--- src/rtl/necir_pkg.sv ---
// ----------------------------------------------------------------------------
// necir_pkg
// Shared types, constants and the window compare for the NEC IR decoder.
// ----------------------------------------------------------------------------
package necir_pkg;

  localparam int FRAME_BITS = 32;
  localparam int CNT_W      = $clog2(FRAME_BITS);
  localparam int NOM_W      = 16;
  localparam int TOL_W      = 15;
  localparam int CFG_IDX_W  = 3;
  localparam int QDEPTH     = 2;
  localparam int QPTR_W     = $clog2(QDEPTH);
  localparam int QCNT_W     = $clog2(QDEPTH + 1);

  localparam logic [NOM_W-1:0] START_NOM_RST  = 16'd12442;
  localparam logic [NOM_W-1:0] REPEAT_NOM_RST = 16'd10368;
  localparam logic [NOM_W-1:0] ZERO_NOM_RST   = 16'd1032;
  localparam logic [NOM_W-1:0] ONE_NOM_RST    = 16'd2073;
  localparam logic [TOL_W-1:0] TOL_RST        = 15'd500;

  typedef enum logic [CFG_IDX_W-1:0] {
    REG_START_NOM  = 3'd0,
    REG_REPEAT_NOM = 3'd1,
    REG_ZERO_NOM   = 3'd2,
    REG_ONE_NOM    = 3'd3,
    REG_TOLERANCE  = 3'd4
  } cfg_reg_t;

  typedef enum logic [1:0] {
    EV_NONE   = 2'd0,
    EV_FRAME  = 2'd1,
    EV_REPEAT = 2'd2,
    EV_BADCHK = 2'd3
  } event_t;

  typedef enum logic [1:0] {
    PH_IDLE  = 2'd0,
    PH_ARMED = 2'd1,
    PH_DATA  = 2'd2
  } phase_t;

  // window hits of one edge interval
  typedef struct packed {
    logic in_start;
    logic in_repeat;
    logic in_zero;
    logic in_one;
  } win_t;

  typedef struct packed {
    logic [NOM_W-1:0] start_nom;
    logic [NOM_W-1:0] repeat_nom;
    logic [NOM_W-1:0] zero_nom;
    logic [NOM_W-1:0] one_nom;
    logic [TOL_W-1:0] tol;
  } cfg_t;

  typedef struct packed {
    phase_t phase;
    logic   pop;
  } back_stat_t;

  // exclusive window: nom - tol < v < nom + tol, no wrap
  function automatic logic in_window(input logic [NOM_W-1:0] v,
                                     input logic [NOM_W-1:0] nom,
                                     input logic [TOL_W-1:0] tol);
    logic signed [NOM_W+1:0] lo;
    logic signed [NOM_W+1:0] hi;
    logic signed [NOM_W+1:0] vs;
    lo = $signed({2'b00, nom}) - $signed({3'b000, tol});
    hi = $signed({2'b00, nom}) + $signed({3'b000, tol});
    vs = $signed({2'b00, v});
    return (vs > lo) && (vs < hi);
  endfunction

endpackage

--- src/rtl/nec_ir_frame_decoder.sv ---
// ----------------------------------------------------------------------------
// nec_ir_frame_decoder
// NEC infrared remote decoder fed one falling-edge interval per word.
//
//   channel  | handshake             | payload
//   ---------+-----------------------+----------------------------------
//   in       | in_valid / in_ready   | interval[15:0]
//   out      | out_valid / out_ready | event_res[1:0], address, command
//   cfg      | cfg_wen               | cfg_index[2:0], cfg_wdata[15:0]
//
// One word per cycle while the output is not stalled; a result passes the
// compare register, loaded at acceptance, then the two-entry queue, then the
// result register.
// Synchronous reset clears sequencing state, queue and latched bytes and
// loads the default window settings.
// A stalled output backs up into the queue and then the compare stage; the
// front keeps taking words until both are full.
// ----------------------------------------------------------------------------
module nec_ir_frame_decoder (
  input  logic        clk,
  input  logic        rst,
  input  logic        in_valid,
  output logic        in_ready,
  input  logic [15:0] interval,
  output logic        out_valid,
  input  logic        out_ready,
  output logic [1:0]  event_res,
  output logic [7:0]  address,
  output logic [7:0]  command,
  input  logic        cfg_wen,
  input  logic [2:0]  cfg_index,
  input  logic [15:0] cfg_wdata
);
  import necir_pkg::*;

  cfg_t              cfg;
  logic              f_valid;
  win_t              f_word;
  logic              q_ready;
  logic              q_valid;
  win_t              q_word;
  logic              pop;
  logic [QCNT_W-1:0] q_count;
  back_stat_t        stat;

  always_ff @(posedge clk) begin
    if (rst) begin
      cfg.start_nom  <= START_NOM_RST;
      cfg.repeat_nom <= REPEAT_NOM_RST;
      cfg.zero_nom   <= ZERO_NOM_RST;
      cfg.one_nom    <= ONE_NOM_RST;
      cfg.tol        <= TOL_RST;
    end else if (cfg_wen) begin
      unique case (cfg_index)
        REG_START_NOM:  cfg.start_nom  <= cfg_wdata;
        REG_REPEAT_NOM: cfg.repeat_nom <= cfg_wdata;
        REG_ZERO_NOM:   cfg.zero_nom   <= cfg_wdata;
        REG_ONE_NOM:    cfg.one_nom    <= cfg_wdata;
        REG_TOLERANCE:  cfg.tol        <= cfg_wdata[TOL_W-1:0];
        default:        cfg.tol        <= cfg.tol;
      endcase
    end
  end

  necir_classify u_classify (
    .clk      (clk),
    .rst      (rst),
    .cfg      (cfg),
    .in_valid (in_valid),
    .in_ready (in_ready),
    .interval (interval),
    .f_valid  (f_valid),
    .f_word   (f_word),
    .q_ready  (q_ready)
  );

  necir_queue u_queue (
    .clk       (clk),
    .rst       (rst),
    .push      (f_valid && q_ready),
    .push_word (f_word),
    .q_ready   (q_ready),
    .pop       (pop),
    .q_valid   (q_valid),
    .q_word    (q_word),
    .count     (q_count)
  );

  necir_frame u_frame (
    .clk       (clk),
    .rst       (rst),
    .q_valid   (q_valid),
    .q_word    (q_word),
    .pop       (pop),
    .out_valid (out_valid),
    .out_ready (out_ready),
    .event_res (event_res),
    .address   (address),
    .command   (command),
    .stat      (stat)
  );

  a_queue_bound: assert property (@(posedge clk) disable iff (rst)
    q_count <= QCNT_W'(QDEPTH))
    else $error("queue count past depth");

  a_pop_slot_free: assert property (@(posedge clk) disable iff (rst)
    stat.pop |-> (!out_valid || out_ready))
    else $error("word popped into an occupied result slot");

  a_idle_arms: assert property (@(posedge clk) disable iff (rst)
    (stat.pop && stat.phase == PH_IDLE) |=> stat.phase == PH_ARMED)
    else $error("idle edge did not arm the decoder");

  a_pop_needs_word: assert property (@(posedge clk) disable iff (rst)
    stat.pop |-> q_count != '0)
    else $error("pop from an empty queue");

endmodule

--- src/rtl/necir_classify.sv ---
// ----------------------------------------------------------------------------
// necir_classify
// Front end: accepts an edge interval and registers its window hits.
// ----------------------------------------------------------------------------
module necir_classify (
  input  logic                      clk,
  input  logic                      rst,
  input  necir_pkg::cfg_t           cfg,
  input  logic                      in_valid,
  output logic                      in_ready,
  input  logic [necir_pkg::NOM_W-1:0] interval,
  output logic                      f_valid,
  output necir_pkg::win_t           f_word,
  input  logic                      q_ready
);
  import necir_pkg::*;

  logic accept;
  win_t hits;

  assign in_ready = !f_valid || q_ready;
  assign accept   = in_valid && in_ready;

  always_comb begin
    hits.in_start  = in_window(interval, cfg.start_nom,  cfg.tol);
    hits.in_repeat = in_window(interval, cfg.repeat_nom, cfg.tol);
    hits.in_zero   = in_window(interval, cfg.zero_nom,   cfg.tol);
    hits.in_one    = in_window(interval, cfg.one_nom,    cfg.tol);
  end

  always_ff @(posedge clk) begin
    if (rst) begin
      f_valid <= 1'b0;
    end else if (accept) begin
      f_valid <= 1'b1;
    end else if (q_ready) begin
      f_valid <= 1'b0;
    end
  end

  always_ff @(posedge clk) begin
    if (accept) begin
      f_word <= hits;
    end
  end

endmodule

--- src/rtl/necir_queue.sv ---
// ----------------------------------------------------------------------------
// necir_queue
// Short queue of classified words between front end and frame engine.
// ----------------------------------------------------------------------------
module necir_queue (
  input  logic                        clk,
  input  logic                        rst,
  input  logic                        push,
  input  necir_pkg::win_t             push_word,
  output logic                        q_ready,
  input  logic                        pop,
  output logic                        q_valid,
  output necir_pkg::win_t             q_word,
  output logic [necir_pkg::QCNT_W-1:0] count
);
  import necir_pkg::*;

  win_t              mem [QDEPTH];
  logic [QPTR_W-1:0] wr_ptr;
  logic [QPTR_W-1:0] rd_ptr;

  assign q_ready = (count != QCNT_W'(QDEPTH));
  assign q_valid = (count != '0);
  assign q_word  = mem[rd_ptr];

  always_ff @(posedge clk) begin
    if (rst) begin
      wr_ptr <= '0;
      rd_ptr <= '0;
      count  <= '0;
    end else begin
      if (push) begin
        wr_ptr <= (wr_ptr == QPTR_W'(QDEPTH - 1)) ? '0 : wr_ptr + 1'b1;
      end
      if (pop) begin
        rd_ptr <= (rd_ptr == QPTR_W'(QDEPTH - 1)) ? '0 : rd_ptr + 1'b1;
      end
      unique case ({push, pop})
        2'b10:   count <= count + 1'b1;
        2'b01:   count <= count - 1'b1;
        default: count <= count;
      endcase
    end
  end

  always_ff @(posedge clk) begin
    if (push) begin
      mem[wr_ptr] <= push_word;
    end
  end

endmodule

--- src/rtl/necir_frame.sv ---
// ----------------------------------------------------------------------------
// necir_frame
// Back end: leader/bit sequencing, complement check and result register.
// ----------------------------------------------------------------------------
module necir_frame (
  input  logic                   clk,
  input  logic                   rst,
  input  logic                   q_valid,
  input  necir_pkg::win_t        q_word,
  output logic                   pop,
  output logic                   out_valid,
  input  logic                   out_ready,
  output logic [1:0]             event_res,
  output logic [7:0]             address,
  output logic [7:0]             command,
  output necir_pkg::back_stat_t  stat
);
  import necir_pkg::*;

  phase_t                 phase;
  phase_t                 phase_next;
  logic [CNT_W-1:0]       bit_count;
  logic [CNT_W-1:0]       bit_count_next;
  logic [FRAME_BITS-1:0]  shift_data;
  logic [FRAME_BITS-1:0]  shift_data_next;
  logic [7:0]             last_address;
  logic [7:0]             last_command;
  logic                   bit_ok;
  logic                   frame_done;
  logic                   check_ok;
  event_t                 event_code;
  logic                   latch;

  assign pop  = q_valid && (!out_valid || out_ready);
  assign stat = '{phase: phase, pop: pop};

  assign bit_ok     = q_word.in_zero || q_word.in_one;
  assign frame_done = bit_ok && (bit_count == CNT_W'(FRAME_BITS - 1));
  // new bits enter at the top, so the first one ends up in bit 0
  assign check_ok = (shift_data_next[7:0]   == ~shift_data_next[15:8]) &&
                    (shift_data_next[23:16] == ~shift_data_next[31:24]);

  // next state
  always_comb begin
    phase_next      = phase;
    bit_count_next  = bit_count;
    shift_data_next = {!q_word.in_zero, shift_data[FRAME_BITS-1:1]};
    unique case (phase)
      PH_ARMED: begin
        bit_count_next = '0;
        if (q_word.in_start) begin
          phase_next = PH_DATA;
        end else if (q_word.in_repeat) begin
          phase_next = PH_IDLE;
        end
      end
      PH_DATA: begin
        if (!bit_ok) begin
          phase_next      = PH_ARMED;
          bit_count_next  = '0;
          shift_data_next = '0;
        end else if (frame_done) begin
          phase_next     = PH_IDLE;
          bit_count_next = '0;
        end else begin
          bit_count_next = bit_count + 1'b1;
        end
      end
      default: begin
        phase_next = PH_ARMED;
      end
    endcase
  end

  // outputs
  always_comb begin
    event_code = EV_NONE;
    latch      = 1'b0;
    unique case (phase)
      PH_ARMED: begin
        if (!q_word.in_start && q_word.in_repeat) begin
          event_code = EV_REPEAT;
        end
      end
      PH_DATA: begin
        if (frame_done) begin
          event_code = check_ok ? EV_FRAME : EV_BADCHK;
          latch      = check_ok;
        end
      end
      default: begin
        event_code = EV_NONE;
      end
    endcase
  end

  always_ff @(posedge clk) begin
    if (rst) begin
      phase        <= PH_IDLE;
      bit_count    <= '0;
      shift_data   <= '0;
      last_address <= '0;
      last_command <= '0;
      out_valid    <= 1'b0;
    end else begin
      if (pop) begin
        phase      <= phase_next;
        bit_count  <= bit_count_next;
        if (phase == PH_DATA) begin
          shift_data <= shift_data_next;
        end
        if (latch) begin
          last_address <= shift_data_next[7:0];
          last_command <= shift_data_next[23:16];
        end
        out_valid <= 1'b1;
      end else if (out_ready) begin
        out_valid <= 1'b0;
      end
    end
  end

  // result word: always carries the latched bytes
  always_ff @(posedge clk) begin
    if (pop) begin
      event_res <= event_code;
      address   <= latch ? shift_data_next[7:0]   : last_address;
      command   <= latch ? shift_data_next[23:16] : last_command;
    end
  end

endmodule
--- config.mk ---
export PLATFORM = sky130hd
export DESIGN_NAME = nec_ir_frame_decoder
export DESIGN_NICKNAME = d
export VERILOG_FILES = /design/src/rtl/necir_pkg.sv /design/src/rtl/nec_ir_frame_decoder.sv /design/src/rtl/necir_classify.sv /design/src/rtl/necir_queue.sv /design/src/rtl/necir_frame.sv
export SDC_FILE = /design/constraint.sdc
export NUM_CORES = 1
export LEC_CHECK = 0
export BUFFER_PORTS_ARGS = -buffer_cell sky130_fd_sc_hd__buf_2
export CAP_MARGIN = 10
export CORE_ASPECT_RATIO = 1.5
export CORE_MARGIN = 2
export CORE_UTILIZATION = 58
export DETAILED_ROUTE_END_ITERATION = 7
export PLACE_DENSITY = 0.84
export SLEW_MARGIN = 20
export SYNTH_ARGS = -nofsm -noshare
export SYNTH_HDL_FRONTEND = slang
export SYNTH_HIERARCHICAL = 1
export SYNTH_SLANG_ARGS = --single-unit
--- constraint.sdc ---
create_clock -name clk -period 4.1 [get_ports clk]
set_clock_uncertainty 0.2 [all_clocks]
set_input_delay 0.615 -clock clk [delete_from_list [all_inputs] [get_ports clk]]
set_output_delay 0.615 -clock clk [all_outputs]
set_load 0.02 [all_outputs]
# [After elaboration in Yosys (flattened, before gate mapping)]
# Memories as Yosys holds them, arrays and structs flattened. A register that Yosys moved wholly into a read port is not among the register bits.
# Cells that the tools add are included.
[op_classes] n_reduce_logical=31 muxes=29 bitwise=2 n_addsub=13 n_eq_ne=14 order_cmp=8
[ops] operator="$gt 17x18->1" n=4
[ops] operator="$lt 17x18->1" n=4
[ops] operator="$add 16x15->17" n=4
[ops] operator="$sub 16x15->17" n=4
[ops] operator="$mux 32" n=2
[ops] operator="$eq 8x8->1" n=2
[ops] operator="$mux 8" n=2
[ops] operator="$not 8->8" n=2
[ops] operator="$mux 2" n=7
[ops] operator="$reduce_and 2->1" n=7
[ops] operator="$mux 1" n=12
[ops] operator="$pmux 2 s2" n=3
[ops] operator="$logic_and 1x1->1" n=10
[ops] operator="$mux 5" n=2
[ops] operator="$pmux 5 s2" n=1
[ops] operator="$reduce_bool 2->1" n=5
[ops] operator="$eq 3x2->1 const B" n=2
[ops] operator="$add 5x1->5 const B" n=1
[ops] operator="$eq 5x5->1 const B" n=1
[ops] operator="$eq 2x1->1 const B" n=2
[ops] operator="$eq 2x2->1 const B" n=2
[ops] operator="$logic_not 1->1" n=4
[ops] operator="$eq 3x1->1 const B" n=1
[ops] operator="$eq 3x3->1 const B" n=1
[ops] operator="other kinds (9)" n=12
[totals] ramBits=8 output_inout_bits=20 reg_bits=162 wordCells=120 input_bits=40 memories=1
[mem_list] name="u_queue.mem" depth=2 width=4 rd=1 rd_clocked_by_memory_dff=1 wr=1 line_no="necir_queue.sv:18" rtl="win_t mem [QDEPTH];"

# [Longest topological paths before layout]
# Gate-level depths: netlist (run 1).
[depth] word_depth=9 depth_mapped=20 ltp_nobuf=20

# [By module]
# Netlist (run 1), hierarchy kept.
[modules_own_cells] module="necir_classify" seq_area_each_um2=140.1 cells_per_inst=1066 area_per_inst_um2=8256.7 instances=1
[modules_own_cells] module="necir_frame" seq_area_each_um2=1641.6 cells_per_inst=347 area_per_inst_um2=3286.9 instances=1
[modules_own_cells] module="nec_ir_frame_decoder" seq_area_each_um2=1581.5 cells_per_inst=299 area_per_inst_um2=3185.6 instances=1
[modules_own_cells] module="necir_queue" seq_area_each_um2=340.3 cells_per_inst=34 area_per_inst_um2=490.5 instances=1

# [Worst setup path before layout (run 1)]
# OpenSTA, ideal clock, no wires.
[synth_timing] path_type="register -> register" startpoint="register, netlist name cfg[1]" endpoint="register, netlist name u_classify/f_word[2]" setup_ns=0.272 required_time_ns=3.628 synth_period_minus_slack_ns=4.133 setup_slack_ns=-0.033 arrival_ns=3.661 path_stages_with_launch=18 path_buffers=0 path_cell_list="dfxtp_1 -> inv_1 -> ha_1 -> nor2b_1 -> o21ai_1 -> a21oi_1 -> or4_1 -> o21ai_1 -> o31ai_1 -> o41ai_1 -> xnor2_1 -> ha_1 -> a21o_1 -> a21oi_1 -> a21oi_1 -> a221oi_1 -> o32a_1 -> a41oi_2"

==> impl_metrics.env, run 1 <==
export IMPL_holdWs_ps=221.1
export IMPL_syn_nets=2042
export IMPL_areaGrowthSynthToFinish_pct=12.34
export IMPL_start_util=0.5904
export IMPL_die_area_um2=27570
export IMPL_first_global_vias=13290
export IMPL_critPathSlowestCell="dfxtp_4"
export IMPL_power_density_nw_per_um2=283.8
export IMPL_leakage_nw=7.511
export IMPL_dpl_cell_area_um2=16030
export IMPL_grt_antenna_before_repair=0
export IMPL_slew_headroom=0.3121
export IMPL_post_route_cell_area_um2=17090
export IMPL_cp_slowest_stage_delay_ps=360
export IMPL_port_buffers=59
export IMPL_antenna_left=0
export IMPL_syn_area_um2=15210
export IMPL_cts_hold_buf=0
export IMPL_clock_latency_ps=430
export IMPL_drt_first_pass_iters=5
export IMPL_path_cells="clkinvlp_4 > buf_12 > fa_2 > a21o_1 > a21oi_2 > nor2b_1 > o21a_1 > a41oi_2 > xnor2_1 > ha_1 > a21o_1 > a21o_1 > a211oi_4 > o2111ai_2 > a221oi_2 > nor2_1 > o22a_1"
export IMPL_grt_pass1_wl_um=65790
export IMPL_via_per_inst=6.161
export IMPL_clkSlewWorstSetupHoldPaths_ps=70
export IMPL_fmax_mhz=241.7
export IMPL_syn_inst=1745
export IMPL_status="complete, but fails checks"
export IMPL_clockBufferDepth=2
export IMPL_place_worst_setup_slack_ps=-160.0
export IMPL_core_area_um2=25760
export IMPL_nFillCells=2095
export IMPL_max_cap_violations=0
export IMPL_grt_max_degree=111
export IMPL_ir_drop_mv=0.3886
export IMPL_path_class="reg2reg"
export IMPL_rsz0062_at_grt="true"
export IMPL_cp_top_family="compound AO/OA/AOI/OAI gates"
export IMPL_cts_htree_levels=4
export IMPL_path_max_fanout=5
export IMPL_io_pins=60
export IMPL_worst_slack_ps=-36.97
export IMPL_slew_viol_final=0
export IMPL_period_minus_slack_ps=4137
export IMPL_n_antenna_cell=0
export IMPL_crit_required_ps=4080
export IMPL_finalSetupViolations=2
export IMPL_fin_crit_sh=1.009
export IMPL_cts_buffers=17
export IMPL_num_vias=13360
export IMPL_cp_arrival_ps=4120
export IMPL_gr_usage_all_layers=0.3025
export IMPL_cp_common_cell="a21o_1"
export IMPL_hold_path_class="in2reg"
export IMPL_worstSetupStartpointType="register"
export IMPL_worstMarginPinSlew_ps=1026
export IMPL_critPathCaptureType="register"
export IMPL_fin_tns_setup_ps=-49.58
export IMPL_die_y_um=202.3
export IMPL_violations="setup timing"
export IMPL_drt_total_wl_um=42000
export IMPL_drtIter0Drc=853
export IMPL_hpwl_um=32170
export IMPL_yosys_warnings=6
export IMPL_reg2reg_slack_ps=-40
export IMPL_rows=72
export IMPL_numClockSinks=170
export IMPL_fin_util=0.6633
export IMPL_cts_tree="done"
export IMPL_drive_gt1_frac=0.1476
export IMPL_cts_root_buf="clkbuf_16"
export IMPL_critPathBufInv=2
export IMPL_final_nets=2120
export IMPL_overflow=0
export IMPL_die_w_um=136.2
export IMPL_hold_viol_final=0
export IMPL_detail_route_wl_per_cell_um=19.37
export IMPL_gp_congestion=0.9409
export IMPL_syn_avg_cell_area_um2=8.718
export IMPL_drcViolationCount=0
==> power breakdown <==
part           switching (mW)  internal, mW
Clock                   0.749         0.856
Sequential             0.0624          1.85
Combinational           0.792         0.536
Total                    1.60          3.25
==> sequential cells by signal, summed over array words and instances (netlist names), named ones only <==
name	count
cfg	79
u_frame/shift_data	31
u_frame/address	8
u_frame/command	8
u_frame/last_address	8
u_frame/last_command	8
u_queue/mem	8
u_frame/bit_count	5
u_classify/f_word	4
u_frame/event_res	2
u_frame/phase	2
u_queue/count	2
u_classify/f_valid	1
u_frame/out_valid	1
u_queue/rd_ptr	1
u_queue/wr_ptr	1
==> metal layers <==
| layer | vias up | global-route usage | part of all wire |
|---|---|---|---|
| met2 | 513 | 0.5447 | 0.51 |
| met4 | 0 | 0.2448 | 0.093 |
| met1 | 6256 | 0.3092 | 0.36 |
| met3 | 221 | 0.03311 | 0.039 |
| met5 | - | 0 | 0 |
| li1 | 6374 | - | - |
==> worst reg2reg max path: stages (launching register included) <==
cell and delay, ps:
dfxtp_4 360, clkinvlp_4 180, buf_12 200, fa_2 350, a21o_1 210, a21oi_2 140, nor2b_1 80, o21a_1 220
a41oi_2 190, xnor2_1 100, ha_1 310, a21o_1 160, a21o_1 180, a211oi_4 260, o2111ai_2 160, a221oi_2 260
nor2_1 80, o22a_1 250
==> path summary, 6_finish.rpt <==
| path | startpoint | endpoint | cells after the start |
|---|---|---|---|
| worst min register to register | u_frame/shift_data[8] | u_frame/shift_data[8] | 2 |
| worst max register to register | cfg[1] | u_classify/f_word[0] | 17 |
| worst max-delay path | cfg[1] | u_classify/f_word[0] | 17 |
| worst min-delay path | in_valid | u_classify/f_valid | 3 |
==> layout make-up <==
cell class              instances  area [µm²]  share of cell area
well taps                     333       416.7             0.02438
inverters                      88       334.1             0.01955
multi-input cells            1411       11150              0.6527
clock buffers                  19       432.9             0.02533
repair buffers                135       905.9             0.05301
flip-flops and latches        170        3711              0.2172
clock inverters                13       133.9            0.007834
==> per-stage QoR <==
step,total power [mW],std cells
6_report,4.849,2169
5_1_grt,5.065,2169
4_1_cts,4.792,2148
3_5_place_dp,3.201,2116
3_3_place_gp,3.159,2116
2_1_floorplan,2.831,1745
==> placed cells by master, fill, tap and decap left out, drive strengths merged, types with 5 or more instances in the layout <==
master / count
nand4: 35
o21bai: 23
o31ai: 7
dfxtp: 140
o211ai: 12
nor2b: 30
clkbuf: 20
and4: 5
xnor2: 92
a21o: 30
nand2: 74
mux2: 20
nor2: 139
clkinv: 7
nor4: 11
buf: 134
edfxtp: 30
o21ai: 93
o21a: 20
a31oi: 8
nor3: 24
ha: 249
mux2i: 81
xor2: 33
a211oi: 10
a21oi: 159
nand3: 31
and2: 21
or3: 7
inv: 91
fa: 8
nand2b: 101
o2111ai: 6
==> timing repair <==
action	4_1_cts	5_1_grt
gates resized for setup	10	55
pin swaps	5	64
cloned	0	1
endpoints found under the setup margin	4	4
buffers inserted	0	20
Power figures use the tool's default switching activity.
==> run 2: changes to the inputs <==
--- a/config.mk
+++ b/config.mk
@@ -9,9 +9,12 @@
 export CAP_MARGIN = 10
 export CORE_ASPECT_RATIO = 1.5
 export CORE_MARGIN = 2
-export CORE_UTILIZATION = 58
+export CORE_UTILIZATION = 59
+export CTS_BUF_LIST = sky130_fd_sc_hd__clkbuf_8
 export DETAILED_ROUTE_END_ITERATION = 7
-export PLACE_DENSITY = 0.84
+export GPL_ROUTABILITY_DRIVEN = 1
+export PLACE_DENSITY = 0.85
+export SKIP_LAST_GASP = 1
 export SLEW_MARGIN = 20
 export SYNTH_ARGS = -nofsm -noshare
 export SYNTH_HDL_FRONTEND = slang
==> impl_metrics.env, run 2 (same netlist as run 1, synthesis figures left out) <==
export IMPL_status="complete, but fails checks"
export IMPL_violations="setup timing"
export IMPL_top_register="cfg"
export IMPL_hpwl_um=32280
export IMPL_most_common_layout_cells="ha_1, a21oi_1, dfxtp_1"
export IMPL_port_buffers=59
export IMPL_dpl_cell_area_um2=16020
export IMPL_post_route_cell_area_um2=16960
export IMPL_cts_tree="done"
export IMPL_overflow=0
export IMPL_groute_layer_met1_usage=0.3139
export IMPL_cp_arrival_ps=4270
export IMPL_grt_pass1_wl_um=66040
export IMPL_rsz0062_at_grt="true"
export IMPL_seq_power_share=0.423
export IMPL_grtUsageMet3=0.03611
export IMPL_via_per_inst=6.145
export IMPL_die_y_um=200.7
export IMPL_numClockSinks=170
export IMPL_final_nets=2122
export IMPL_gr_usage_all_layers=0.3057
export IMPL_io_pins=60
export IMPL_cts_root_buf="clkbuf_8"
export IMPL_slew_headroom=0.2485
export IMPL_first_global_vias=13330
export IMPL_fin_tns_setup_ps=-381.3
export IMPL_min_path_cells=3
export IMPL_finalSetupViolations=4
export IMPL_cts_htree_levels=4
export IMPL_drt_first_pass_iters=5
export IMPL_cp_slowest_stage_delay_ps=370
export IMPL_worstSetupStartpointType="register"
export IMPL_period_minus_slack_ps=4251
export IMPL_path_cells="clkinvlp_4 > buf_12 > fa_2 > a21o_1 > a21oi_2 > nor2b_1 > o21a_2 > a41oi_2 > xnor2_1 > ha_1 > a21o_1 > a21o_1 > a211oi_2 > o2111ai_2 > a221oi_2 > nor2_1 > o22a_1"
export IMPL_clockBufferDepth=2
export IMPL_antenna_left=0
export IMPL_num_vias=13340
export IMPL_holdWs_ps=182.8
export IMPL_p_int_mw=2.957
export IMPL_n_antenna_cell=0
export IMPL_cp_common_cell="a21o_1"
export IMPL_hold_path_class="in2reg"
export IMPL_drcViolationCount=0
export IMPL_detail_route_wl_per_cell_um=19.45
export IMPL_ir_drop_mv=0.2486
export IMPL_die_area_um2=27110
export IMPL_stdcell_count=2171
export IMPL_largestRegisters="cfg: 79 flops, u_frame/shift_data: 31 flops"
export IMPL_fin_crit_sh=1.037
export IMPL_grt_busiest_layer="met2"
export IMPL_clkSlewWorstSetupHoldPaths_ps=110
export IMPL_slew_viol_final=0
export IMPL_clockPowerShare=0.281
export IMPL_netSwitchingPower_mw=1.565
export IMPL_power_share_combinational=0.296
export IMPL_use_met2=0.5596
export IMPL_worst_slack_ps=-151.0
export IMPL_place_worst_setup_slack_ps=-177.2
export IMPL_drtIter0Drc=904
export IMPL_rows=72
export IMPL_cts_buffers=17
export IMPL_hold_viol_final=0
export IMPL_critPathCaptureType="register"
export IMPL_max_cap_violations=0
export IMPL_cts_hold_buf=0
export IMPL_gp_congestion=0.9614
export IMPL_crit_required_ps=4120
export IMPL_areaGrowthSynthToFinish_pct=11.52
export IMPL_layout_commonest_cell="ha_1"
export IMPL_placed_cells=2117
export IMPL_grt_max_degree=101
export IMPL_path_max_fanout=4
export IMPL_die_w_um=135.1
export IMPL_fmax_mhz=235.2
export IMPL_leakage_nw=7.426
export IMPL_largest_register_ffs=79
export IMPL_worstMarginPinSlew_ps=1112
export IMPL_path_class="reg2reg"
export IMPL_start_util=0.5946
export IMPL_drive_gt1_frac=0.1534
export IMPL_p_sw_frac=0.3461
export IMPL_drt_total_wl_um=42220
export IMPL_core_area_um2=25580
export IMPL_grt_antenna_before_repair=0
export IMPL_clock_latency_ps=470
export IMPL_ff2ff_path_depth=17
export IMPL_power_density_nw_per_um2=266.6
export IMPL_critPathSlowestCell="dfxtp_4"
run 2: cell types whose count changed in the layout (fill, tap and decap cells not counted), sizes merged:
| cell | before | now |
|---|---|---|
| clkinvlp | 2 | 3 |
| clkbuf | 20 | 17 |
| bufinv | 1 | 2 |
| buf | 134 | 137 |
run 2: final timing paths:
kind                              from                   end  slack [ps]
hold reg to reg   u_classify/f_word[1]     u_queue/mem[0][1]         250
hold / removal                in_valid    u_classify/f_valid         180
setup reg to reg                cfg[1]  u_classify/f_word[0]        -150
setup / recovery                cfg[1]  u_classify/f_word[0]        -150
run 2: final cells by class:
type	instances	area, µm²
fill	2028	8621
timing repair buffer	137	914.6
inverter	88	334.1
clock buffer	17	234.0
sequential	170	3712
tap	333	416.7
clock inverter	15	183.9
multi-input combinational	1411	11170
run 2: through the flow:
step / power, mW / utilization
after floorplan: 2.831 / -
after global placement: 3.150 / 0.6262
after detailed placement: 3.195 / 0.6262
after CTS: 4.460 / 0.6473
after global routing: 4.740 / 0.6630
final: 4.523 / 0.6630
run 2: repair_timing:
action / 4_1_cts / 5_1_grt
gates resized for setup: 17 / 60
setup endpoints to repair: 4 / 4
buffers inserted: 6 / 17
pin swaps: 8 / 68
run 2: layer usage:
metal | vias to the layer above | wire (µm) | share of wire
met1 | 6211 | 15060 | 0.36
met2 | 528 | 21520 | 0.51
met5 | - | 0 | 0
li1 | 6366 | - | -
met3 | 236 | 1774 | 0.042
met4 | 0 | 3866 | 0.092
run 2: power by group through the flow:
stage,combinational (mW),sequential (mW),clock (mW)
after global routing,1.46,1.93,1.35
after floorplan,0.778,2.05,0
final,1.34,1.91,1.27
after global placement,1.20,1.95,0
after CTS,1.27,1.92,1.28
after detailed placement,1.24,1.95,0
run 2: worst max-delay path, delay by kind of cell (launching register included):
kind | cells | cell delay (ps)
adder cells (fa/ha/maj) | 2 | 670
XOR/XNOR | 1 | 100
AO/OA/AOI/OAI | 10 | 2180
buffers and inverters | 2 | 310
flip-flops | 1 | 370
AND/OR/NAND/NOR | 2 | 170
